## src/hw/rtl/ckv_fifo.sv

```systemverilog
module ckv_fifo #(
  parameter int unsigned WIDTH = 8
) (
  input  logic             clk_i,
  input  logic             rst_ni,
  input  logic             push_i,
  input  logic [WIDTH-1:0] data_i,
  input  logic             pop_i,
  output logic [WIDTH-1:0] data_o,
  output logic             full_o,
  output logic             empty_o
);

  logic [WIDTH-1:0] mem_q [2];
  logic             wptr_q, wptr_d;
  logic             rptr_q, rptr_d;
  logic [1:0]       cnt_q, cnt_d;
  logic             do_push, do_pop;

  assign do_push = push_i && (cnt_q != 2'd2);
  assign do_pop  = pop_i && (cnt_q != 2'd0);
  assign wptr_d  = do_push ? !wptr_q : wptr_q;
  assign rptr_d  = do_pop ? !rptr_q : rptr_q;

  always_comb begin
    cnt_d = cnt_q;
    if (do_push && !do_pop) begin
      cnt_d = cnt_q + 2'd1;
    end else if (do_pop && !do_push) begin
      cnt_d = cnt_q - 2'd1;
    end
  end

  always_ff @(posedge clk_i or negedge rst_ni) begin
    if (!rst_ni) begin
      wptr_q <= 1'b0;
      rptr_q <= 1'b0;
      cnt_q  <= 2'd0;
    end else begin
      wptr_q <= wptr_d;
      rptr_q <= rptr_d;
      cnt_q  <= cnt_d;
    end
  end

  always_ff @(posedge clk_i) begin
    if (do_push) begin
      mem_q[wptr_q] <= data_i;
    end
  end

  assign data_o  = mem_q[rptr_q];
  assign full_o  = (cnt_q == 2'd2);
  assign empty_o = (cnt_q == 2'd0);

endmodule

```

## config.mk

```make
export PLATFORM = sky130hd
export DESIGN_NAME = ckv_fifo
export DESIGN_NICKNAME = d
export VERILOG_FILES = /design/src/hw/rtl/ckv_fifo.sv
export SDC_FILE = /design/constraint.sdc
export NUM_CORES = 1
export LEC_CHECK = 0
export BUFFER_PORTS_ARGS = -buffer_cell sky130_fd_sc_hd__clkbuf_2
export CAP_MARGIN = 40
export CORE_MARGIN = 5
export CORE_UTILIZATION = 45
export CTS_BUF_LIST = sky130_fd_sc_hd__clkbuf_8
export CTS_CLUSTER_DIAMETER = 30
export CTS_CLUSTER_SIZE = 40
export DETAILED_ROUTE_END_ITERATION = 8
export GPL_TIMING_DRIVEN = 0
export PLACE_DENSITY = 0.71
export SLEW_MARGIN = 20
export SYNTH_ARGS = -nofsm -noshare
export SYNTH_HDL_FRONTEND = slang
export SYNTH_SLANG_ARGS = --single-unit
```

## constraint.sdc

```tcl
create_clock -name clk_i -period 4.17 [get_ports clk_i]
set_input_delay 0.2085 -clock clk_i [delete_from_list [all_inputs] [get_ports clk_i]]
set_output_delay 0.2085 -clock clk_i [all_outputs]
set_load 0.005 [all_outputs]
```

==> results.py <==
metrics = {
    "run_status": {
        "status": "finished clean",
    },
    "setup_path": {
        "r2r_setup_slack_ns": 2.58,
        "cp.depth": 3,
        "required_ns": 4.05,
        "timing.rr.start": "cnt_q[0]",
        "path_cells": "nand2b_1 > nand2_2 > nor2_1",
        "crit_family": "simple AND/OR/NAND/NOR gates",
        "crit_fanout": 8,
        "start_kind": "flip-flop",
        "timing.rr.end": "mem_q[0][6]",
        "crit_buf_inv": 0,
        "criticalPathCategory": "reg2reg",
        "cp-end-kind": "flip-flop",
        "cp.arrival_ns": 1.47,
        "slowest_delay_ns": 0.51,
        "reg2reg_depth": 3,
        "crit_path_top_delay_cell": "nor2_1",
    },
    "layout": {
        "area_delta_synth_final_pct": 23.4,
        "n_antenna_cell": 0,
        "mostFrequentLayoutCell": "clkbuf_2",
        "layout_common_cells": "clkbuf_2, edfxtp_1, mux2_1",
        "fin_cells": 87,
        "nNetsFinal": 84,
        "fillers": 144,
        "drive_gt1_share_pct": 38.6,
    },
    "synthesis": {
        "synth_compound_area_share_pct": 0.646,
        "synth_fa_ha_area_share_pct": 1.62,
        "synth_cells": 44,
        "muxShareOfSynthArea_pct": 11.6,
        "synth_xor_area_share_pct": 5.65,
        "synth_seq_cells": 20,
        "yosysSeqAreaShare_pct": 75.0,
        "syn_area_um2": 774,
        "syn_avg_cell_area_um2": 17.6,
        "yosysWarnings": 0,
        "syn_nets": 57,
        "synth_simple_gate_area_share_pct": 3.88,
        "yosysTopAreaCell": "edfxtp_1",
        "synth.top_cell.area_share_pct": 62.0,
        "yosys-top-cells-area": "edfxtp_1, dfrtp_1, mux2_1",
        "ys_types": 14,
        "synth_top_family_by_area": "multiplexers",
    },
    "global_routing": {
        "grt_pass1_wl_um": 1860,
        "grt_usage_pct": 9.87,
        "grt_pass1_vias": 452,
        "antenna_found_initial": 0,
        "overflow": 0,
        "grt_max_degree": 12,
    },
    "clock_network": {
        "cts_buffer_depth": 2,
        "clk_pin_slew_ns": 0.07,
        "numCtsBuffers": 3,
        "clkLatencyLatePin_ns": 0.25,
        "cts_tree": "done",
        "cts_sinks": 20,
        "cts_root_buf": "clkbuf_8",
        "cts_max_level": 1,
    },
    "detailed_routing": {
        "post_drt_wl_per_cell_um": 13.0,
        "viasPerCell": 4.90,
        "vias": 426,
        "drt_iter0_drc": 3,
        "firstDrtPassIters": 3,
        "drt-total-wl_um": 1130,
        "drc": 0,
        "ant_nets": 0,
    },
    "hold_path": {
        "hp-class": "in2reg",
        "min_to": "mem_q[0][3]",
        "min_from": "data_i[3]",
        "hold-path-cell-count": 1,
    },
    "floorplanning": {
        "die-area_mm2": 0.00265,
        "core_area_mm2": 0.00169,
        "core.rowCount": 15,
        "dieHeight_um": 51.5,
        "die_w_um": 51.5,
        "num_io_pins": 22,
        "initial_core_util_pct": 45.9,
    },
    "timing": {
        "rsz0062_at_grt": "false",
        "tightest_slew_ns": 0.662,
        "skew_ns": 0.00261,
        "fin_crit_sh_pct": 38.1,
        "maxSlewViolCount": 0,
        "finalSetupViolCount": 0,
        "finalHoldViolations": 0,
        "slew_headroom_pct": 55.7,
        "max_freq_ghz": 0.630,
        "fin_tns_setup_ns": 0,
        "post-route-min-period_ns": 1.59,
    },
    "power": {
        "leakagePower_nw": 0.407,
        "irDropWorstVdd_mv": 0.409,
        "cellPowerDensity_mw_per_mm2": 656,
    },
    "run": {
        "cap_violations": 0,
    },
    "placed_design": {
        "port_buffers": 21,
        "dp_hpwl_um": 853,
        "place.gp.congestion": 0.722,
        "dp.cells": 82,
    },
}
layout make-up:
cell class / count / area, um^2 / share of cell area, %
repair buffers: 22 / 115 / 12.0
well taps: 17 / 21.3 / 2.23
inverters: 2 / 7.51 / 0.785
flip-flops and latches: 20 / 581 / 60.7
clock inverters: 1 / 3.75 / 0.393
plain buffers: 1 / 5.00 / 0.524
clock buffers: 3 / 41.3 / 4.32
multi-input cells: 21 / 181 / 19.0
synthesized netlist by cell type, drive strengths merged:
cell type / instances
inv: 2
xnor2: 3
mux2: 8
nand2: 1
buf: 1
nand2b: 1
ha: 1
dfrtp: 4
o21ai: 1
nor2: 3
and3: 1
xor2: 2
edfxtp: 16
per-stage QoR:
stage / cell area, um^2 / power, mW / setup WS, ns / hold WS [ns] / util, %
detailed placement: 901 / 0.514 / 2.55 / 0.0219 / 53.3
floorplan: 774 / 0.436 / 2.80 / -0.0871 / -
CTS: 956 / 0.637 / 2.55 / 0.143 / 56.6
global route: 956 / 0.674 / 2.45 / 0.138 / 56.6
global placement: 901 / 0.506 / 2.56 / 0.0199 / 53.3
finish: 956 / 0.628 / 2.58 / 0.144 / 56.6
metal layers:
metal	up-vias	global-route usage [%]	part of all wire, %
met1	199	10.5	37
met5	-	0	0
met3	4	2.33	7.2
met2	16	17.2	53
li1	207	-	-
met4	0	6.55	2.6
worst reg2reg max path: stages, from the launching register on:
cell and delay [ns]:
dfrtp_1 0.43, nand2b_1 0.19, nand2_2 0.09, nor2_1 0.51
power by group:
part	internal [mW]	switching, mW	total [mW]
registers	0.280	0.0249	0.305
clock network	0.0653	0.0565	0.122
logic	0.100	0.101	0.201
logic make-up after synthesis:
family,Yosys count
AND/OR/NAND/NOR,6
buffers and inverters,3
XOR/XNOR,5
flip-flops,20
multiplexers,8
adder cells (fa/ha/maj),1
AO/OA/AOI/OAI,1
how the worst max path moves through the flow:
stage / from / to / slack, ns
CTS: cnt_q[0] / mem_q[0][6] / 2.55
detailed placement: cnt_q[0] / mem_q[0][7] / 2.55
floorplan: cnt_q[0] / mem_q[0][0] / 2.80
global placement: cnt_q[0] / mem_q[0][1] / 2.56
global route: cnt_q[0] / mem_q[0][6] / 2.45
finish: cnt_q[0] / mem_q[0][6] / 2.58
what timing repair did:
action | in CTS | in global routing
buffers inserted | 0 | 0
hold buffers | 1 | 0
resized for setup | 0 | 0
hold endpoints to repair | 4 | 0
registers in the layout, indices dropped and copies added, names as in the netlist:
signal,flops
cnt_q,2
mem_q,16
rptr_q,1
wptr_q,1
Power figures use the tool's default switching activity.
