<file path="config.mk">
export PLATFORM = sky130hd
export DESIGN_NAME = ckv_front
export DESIGN_NICKNAME = d
export VERILOG_FILES = /design/src/hw/rtl/ckv_pkg.sv /design/src/hw/rtl/ckv_front.sv
export SDC_FILE = /design/constraint.sdc
export NUM_CORES = 1
export LEC_CHECK = 0
export BUFFER_PORTS_ARGS = -buffer_cell sky130_fd_sc_hd__buf_2
export CAP_MARGIN = 20
export CELL_PAD_IN_SITES_DETAIL_PLACEMENT = 2
export CELL_PAD_IN_SITES_GLOBAL_PLACEMENT = 2
export CORE_AREA = 2 2 264 266
export CTS_CLUSTER_SIZE = 14
export DETAILED_ROUTE_END_ITERATION = 6
export DIE_AREA = 0 0 266 268
export PLACE_DENSITY_LB_ADDON = 0.12
export SETUP_SLACK_MARGIN = 0.05
export SLEW_MARGIN = 20
export SYNTH_ARGS = -nofsm -noshare
export SYNTH_HDL_FRONTEND = slang
export SYNTH_SLANG_ARGS = --single-unit
</file>
<file path="constraint.sdc">
create_clock -name clk_i -period 36.2 [get_ports clk_i]
set_clock_uncertainty 0.15 [all_clocks]
set_input_delay 3.62 -clock clk_i [delete_from_list [all_inputs] [get_ports clk_i]]
set_output_delay 3.62 -clock clk_i [all_outputs]
set_load 0.02 [all_outputs]
</file>
<file path="src/hw/rtl/ckv_pkg.sv">
package ckv_pkg;

  localparam int unsigned ENTRIES_DEF   = 1024;
  localparam int unsigned BUCKETS_DEF   = 4096;
  localparam int unsigned KEY_BYTES_DEF = 32;

  localparam logic [5:0]  KEY_SIZE_RST = 6'd32;
  localparam logic [31:0] DJB2_INIT    = 32'd5381;

  localparam logic [1:0] OP_FIND = 2'd0;
  localparam logic [1:0] OP_ADD  = 2'd1;
  localparam logic [1:0] OP_DEL  = 2'd2;
  localparam logic [1:0] OP_NONE = 2'd3;

  typedef enum logic [1:0] {
    ST_OK        = 2'd0,
    ST_NOT_FOUND = 2'd1,
    ST_KEY_BIG   = 2'd2,
    ST_NO_SPACE  = 2'd3
  } ckv_status_e;

  typedef struct packed {
    logic [1:0]         opcode;
    logic [7:0]         key_len;
    logic [63:0]        key_word0;
    logic [63:0]        key_word1;
    logic [63:0]        key_word2;
    logic [63:0]        key_word3;
    logic signed [63:0] new_value;
  } ckv_req_t;

  typedef struct packed {
    logic [1:0]         status;
    logic signed [63:0] found_value;
    logic [10:0]        element_count;
    logic [31:0]        read_count;
    logic [31:0]        write_count;
    logic [31:0]        hit_count;
    logic [31:0]        miss_count;
  } ckv_rsp_t;

  typedef struct packed {
    logic push;
    logic pop;
    logic full;
    logic empty;
  } ckv_q_ctrl_t;

  typedef enum logic [1:0] {
    F_IDLE,
    F_HASH,
    F_MOD,
    F_PUSH
  } ckv_front_e;

  typedef enum logic [3:0] {
    S_CLEAR,
    S_IDLE,
    S_BKT,
    S_WALK,
    S_CMP,
    S_ACT,
    S_ADD_RD,
    S_W1,
    S_W2,
    S_W3,
    S_DONE
  } ckv_back_e;

endpackage

</file>
<file path="src/hw/rtl/ckv_front.sv">
module ckv_front #(
  parameter int unsigned BUCKETS   = ckv_pkg::BUCKETS_DEF,
  parameter int unsigned KEY_BYTES = ckv_pkg::KEY_BYTES_DEF,
  localparam int unsigned KEY_W    = KEY_BYTES * 8,
  localparam int unsigned BW       = $clog2(BUCKETS),
  localparam int unsigned ITEM_W   = 2 + 1 + KEY_W + 64 + BW
) (
  input  logic              clk_i,
  input  logic              rst_ni,
  input  logic              start,
  input  logic              clear_busy_i,
  output logic              busy,
  input  ckv_pkg::ckv_req_t req_i,
  input  logic [5:0]        ks_i,
  input  logic              q_full_i,
  output logic              q_push_o,
  output logic [ITEM_W-1:0] q_data_o
);

  localparam logic [31:0] BKT32 = 32'(BUCKETS);
  localparam logic [31:0] RECIP = 32'(64'h1_0000_0000 / 64'(BUCKETS));

  ckv_pkg::ckv_front_e state_q, state_d;

  logic [1:0]       op_q;
  logic [7:0]       len_q;
  logic             over_q;
  logic [KEY_W-1:0] key_q;
  logic [KEY_W-1:0] hkey_q;
  logic [63:0]      val_q;
  logic [31:0]      h_q;
  logic [5:0]       i_q;
  logic [4:0]       bit_q;
  logic [BW-1:0]    r_q;
  logic [63:0]      prod_q;
  logic [31:0]      rem_q;

  logic             accept;
  logic             over;
  logic [255:0]     key_all;
  logic [KEY_W-1:0] key_in;
  logic [31:0]      h_step;

  assign accept  = start && !busy;
  assign busy    = (state_q != ckv_pkg::F_IDLE) || clear_busy_i;
  assign over    = req_i.key_len > {2'b00, ks_i};
  assign key_all = {req_i.key_word3, req_i.key_word2, req_i.key_word1, req_i.key_word0};

  // Bytes at and beyond the supplied length are zero padded.
  always_comb begin
    for (int b = 0; b < KEY_BYTES; b++) begin
      key_in[b*8 +: 8] = (b < int'(req_i.key_len)) ? key_all[b*8 +: 8] : 8'h00;
    end
  end

  assign h_step  = (h_q << 5) + h_q + {24'd0, hkey_q[7:0]};

  always_comb begin
    state_d = state_q;
    case (state_q)
      ckv_pkg::F_IDLE: begin
        if (accept) begin
          if (req_i.opcode == ckv_pkg::OP_NONE || over) begin
            state_d = ckv_pkg::F_PUSH;
          end else if (req_i.key_len == 8'd0) begin
            state_d = ckv_pkg::F_MOD;
          end else begin
            state_d = ckv_pkg::F_HASH;
          end
        end
      end
      ckv_pkg::F_HASH: begin
        if ({2'b00, i_q} + 8'd1 == len_q) begin
          state_d = ckv_pkg::F_MOD;
        end
      end
      ckv_pkg::F_MOD: begin
        if (bit_q == 5'd3) begin
          state_d = ckv_pkg::F_PUSH;
        end
      end
      ckv_pkg::F_PUSH: begin
        if (!q_full_i) begin
          state_d = ckv_pkg::F_IDLE;
        end
      end
      default: state_d = ckv_pkg::F_IDLE;
    endcase
  end

  always_comb begin
    q_push_o = (state_q == ckv_pkg::F_PUSH) && !q_full_i;
    q_data_o = {op_q, over_q, key_q, val_q, r_q};
  end

  always_ff @(posedge clk_i or negedge rst_ni) begin
    if (!rst_ni) begin
      state_q <= ckv_pkg::F_IDLE;
    end else begin
      state_q <= state_d;
    end
  end

  always_ff @(posedge clk_i) begin
    case (state_q)
      ckv_pkg::F_IDLE: begin
        op_q   <= req_i.opcode;
        len_q  <= req_i.key_len;
        over_q <= over;
        key_q  <= key_in;
        hkey_q <= key_in;
        val_q  <= req_i.new_value;
        h_q    <= ckv_pkg::DJB2_INIT;
        i_q    <= 6'd0;
        bit_q  <= 5'd0;
        r_q    <= '0;
      end
      ckv_pkg::F_HASH: begin
        h_q    <= h_step;
        hkey_q <= hkey_q >> 8;
        i_q    <= i_q + 6'd1;
      end
      ckv_pkg::F_MOD: begin
        // The reciprocal estimate of the quotient is at most one low, so a
        // compare and subtract brings the remainder into range.
        case (bit_q)
          5'd0: prod_q <= {32'd0, h_q} * {32'd0, RECIP};
          5'd1: rem_q <= h_q - prod_q[63:32] * BKT32;
          5'd2: begin
            if (rem_q >= BKT32) begin
              rem_q <= rem_q - BKT32;
            end
          end
          default: r_q <= (rem_q >= BKT32) ? BW'(rem_q - BKT32) : BW'(rem_q);
        endcase
        bit_q <= bit_q + 5'd1;
      end
      default: begin
      end
    endcase
  end

endmodule

</file>
==> impl_metrics.py <==
metrics = {
    "placed_design": {
        "io_buffer_count": 677,
        "place_congestion": 0.8076,
        "post-place-cells": 2990,
        "hpwl_after_detailed_placement_um": 59140,
    },
    "routing": {
        "drt_pass1_iterations": 5,
        "dr_wl_met2_um": 42110,
        "vias_per_cell": 4.933,
        "wl_met3_um": 4818,
        "route.vias.total": 15450,
        "wl_um": 80380,
        "drc": 0,
        "met1_length_um": 31140,
        "remaining_number_of_nets_flagged_by_the_antenna_check_after_routing": 0,
        "drt_first_iter_violations": 836,
        "top_signal_layer_used": "met5",
        "wl_per_cell_um": 25.67,
    },
    "finish": {
        "finalNonFillerCells": 3132,
        "final_net_count": 2561,
        "fillCellCount": 6532,
        "layout-area-overhead-vs-synth_pct": 27.08,
        "drive_gt1_frac": 0.4727,
    },
    "global_routing": {
        "grt_pass1_vias": 17270,
        "grt_start_max_net_pins": 83,
        "grt_first_pass_wirelength_um": 115700,
        "grt_remaining_overflow": 0,
        "gr_usage_total": 0.2219,
        "number_of_antenna_violations_at_the_first_check_in_global_routing": 26,
    },
    "synthesis": {
        "synth_cells": 1457,
        "post-synth-top-area-fraction": 0.7446,
        "synth_seq_area_share": 0.7466,
        "post_synth.cell_area_avg_um2": 17.55,
        "syn-cell-area_um2": 25570,
        "synthMostInstantiatedCell": "edfxtp_1",
        "yosysWarningCount": 0,
        "synth_top_cell_by_area": "edfxtp_1",
        "yosys-top-cells-area": "edfxtp_1 74%, mux2_2 11%, and2_1 6.1%",
        "synthFlopType": "edfxtp_1",
        "synthesis_stage_register_bit_count": 636,
        "async_reset_ff_frac": 0.003145,
        "mappedNetlistNets": 1835,
        "synth.lib_cells_used.distinct": 55,
        "top_post_synthesis_cells_by_count": "634 x edfxtp_1, 250 x and2_1, 250 x mux2_2",
        "synth_edf_count": 634,
    },
    "setup_path": {
        "timing_worst_setup_path_type": "in2out",
        "cp_data_required_time_ps": 32430,
        "crit_path_end_kind": "primary output",
        "cp_slowest_cell": "buf_2",
        "critical-path-max-stage-delay_ps": 180,
        "startpoint_type": "input pin",
        "worstPathCellList": "buf_2, nand2b_1, buf_2",
        "crit_fanout": 2,
        "crit_buf_inv": 2,
        "cp_common_cell": "buf_2",
        "path_delay_family": "buffers and inverters",
        "cp.arrival_ps": 4030,
    },
    "sta": {
        "timing.setup.tns_ps": 0,
        "worst-slew-pin-transition_ps": 1164,
        "layout_worst_path_cycle_share": 0.2154,
        "max_slew_violations": 0,
        "max_clock_freq_ghz": 0.1282,
        "report.final.setup_viol": 0,
        "hold_violations": 0,
        "rsz0062_at_grt": "no",
        "period_needed_ps": 7799,
        "maxSlewHeadroom": 0.2240,
    },
    "floorplan": {
        "start_util": 0.3747,
        "chipHeight_um": 268,
        "pin_count": 678,
        "chipWidth_um": 266,
        "design.die.area_um2": 71290,
        "rows": 96,
        "core_um2": 68230,
    },
    "power_and_ir_drop": {
        "clockPowerShare": 0.252,
        "total_leakage_power_uw": 0.01239,
        "power.switching_uw": 988.9,
        "share_comb_of_total_power": 0.298,
        "power.switching_fraction": 0.3328,
        "pwr_density_cell_nw_per_um2": 91.44,
        "internal_power_uw": 1982,
        "vdd_drop_max_uv": 51.57,
        "relative_contribution_of_sequential_cells_to_total_power": 0.450,
    },
    "cts": {
        "clk-insertion-delay-late_ps": 610,
        "cts_hold_repair.buffers": 0,
        "post_cts_resized": 0,
        "ctsLongestPathBuffers": 3,
        "cts.repair_timing.setup_buffer_count": 0,
        "clk_pin_slew_worst_paths_ps": 60,
        "clkSinkCount": 636,
        "clock_buffers_created_by_tritoncts": 72,
        "htreeDepth": 3,
        "cts_tree": "done",
        "cts_root_buffer": "clkbuf_16",
    },
    "worst_hold_path": {
        "hp-class": "reg2reg",
    },
    "flow_run": {
        "max_cap_viol_count": 0,
    },
    "run_status": {
        "status": "finished, final reports clean",
    },
}
cell usage in the layout, fill, tap and decap left out, types with 3 or more instances in the layout:
cell,count
a21boi_0,3
a21oi_1,20
a31oi_1,5
and2_1,250
and2b_1,3
and3_1,3
buf_2,677
buf_4,15
bufinv_16,9
clkbuf_1,12
clkbuf_16,75
clkinv_1,13
clkinv_2,12
diode_2,14
edfxtp_1,634
fa_1,4
ha_1,31
inv_1,25
mux2_2,250
nand2_1,22
nand2b_1,8
nand3_1,11
nor2_1,15
nor2b_1,54
o21a_1,3
o21ai_0,12
or3_1,4
xnor2_1,11
xor2_1,5
power groups by stage:
| stage | clock network, uW | logic, uW | registers (uW) |
|---|---|---|---|
| after floorplan | 0 | 441 | 1510 |
| after global placement | 0 | 862 | 1340 |
| after detailed placement | 0 | 894 | 1350 |
| after CTS | 767 | 904 | 1350 |
| after global routing | 792 | 962 | 1370 |
| final | 748 | 886 | 1340 |
state kept, by name (all words and copies together), names as in the netlist, 6 cells and up:
| register | count |
|---|---|
| key_q | 256 |
| len_q | 8 |
| hkey_q | 256 |
| rem_q | 12 |
| val_q | 64 |
| h_q | 12 |
| i_q | 6 |
| r_q | 12 |
routing by layer:
metal,vias to the layer above,global-route usage
met2,480,0.3967
met1,7881,0.2602
met5,-,0
met3,145,0.06167
met4,24,0.06544
li1,6921,-
cells by family after synthesis:
group	Yosys count	share of synthesized area
simple gates	389	0.09288
mux	250	0.1101
xor+xnor	16	0.005481
buf+inv	67	0.01008
flops	636	0.7466
compound gates	62	0.01556
fa+ha+maj	37	0.01928
cell type report:
cell class	instances	area, um2	area share
Antenna cell	14	35.03	0.001078
Clock buffer	87	1922	0.05915
Tap cell	882	1104	0.03396
Sequential cell	636	19090	0.5875
Timing Repair Buffer	694	3532	0.1087
Clock inverter	40	467.9	0.01440
Multi-Input combinational cell	754	6248	0.1923
Inverter	25	93.84	0.002888
worst paths after layout:
check	start	endpoint	slack, ps	cells after the start
hold / removal	hkey_q[46]$_DFFE_PP_	hkey_q[38]$_DFFE_PP_	390	1
max in group asynchronous	rst_ni	state_q[0]$_DFFE_PN0P_	33160	1
min in group asynchronous	rst_ni	state_q[1]$_DFFE_PN0P_	2640	1
hold reg to reg	hkey_q[46]$_DFFE_PP_	hkey_q[38]$_DFFE_PP_	390	1
setup reg to reg	state_q[0]$_DFFE_PN0P_	val_q[58]$_DFFE_PP_	32160	5
setup / recovery	clear_busy_i	busy	28400	3
stage by stage:
| stage | hold slack (ps) | utilization | total power (uW) | instance area (um2) | setup WS, ps |
|---|---|---|---|---|---|
| 6_report | 386.2 | 0.4762 | 2971 | 32490 | 28400 |
| 5_1_grt | 405.2 | 0.4759 | 3122 | 32470 | 28370 |
| 4_1_cts | 385.7 | 0.4754 | 3017 | 32430 | 28390 |
| 3_5_place_dp | 379.6 | 0.4403 | 2248 | 30040 | 28390 |
| 3_3_place_gp | 377.2 | 0.4403 | 2203 | 30040 | 28400 |
| 2_1_floorplan | 352.6 | - | 1956 | 25570 | 22770 |
No activity file was read; power rests on OpenSTA's default activity.
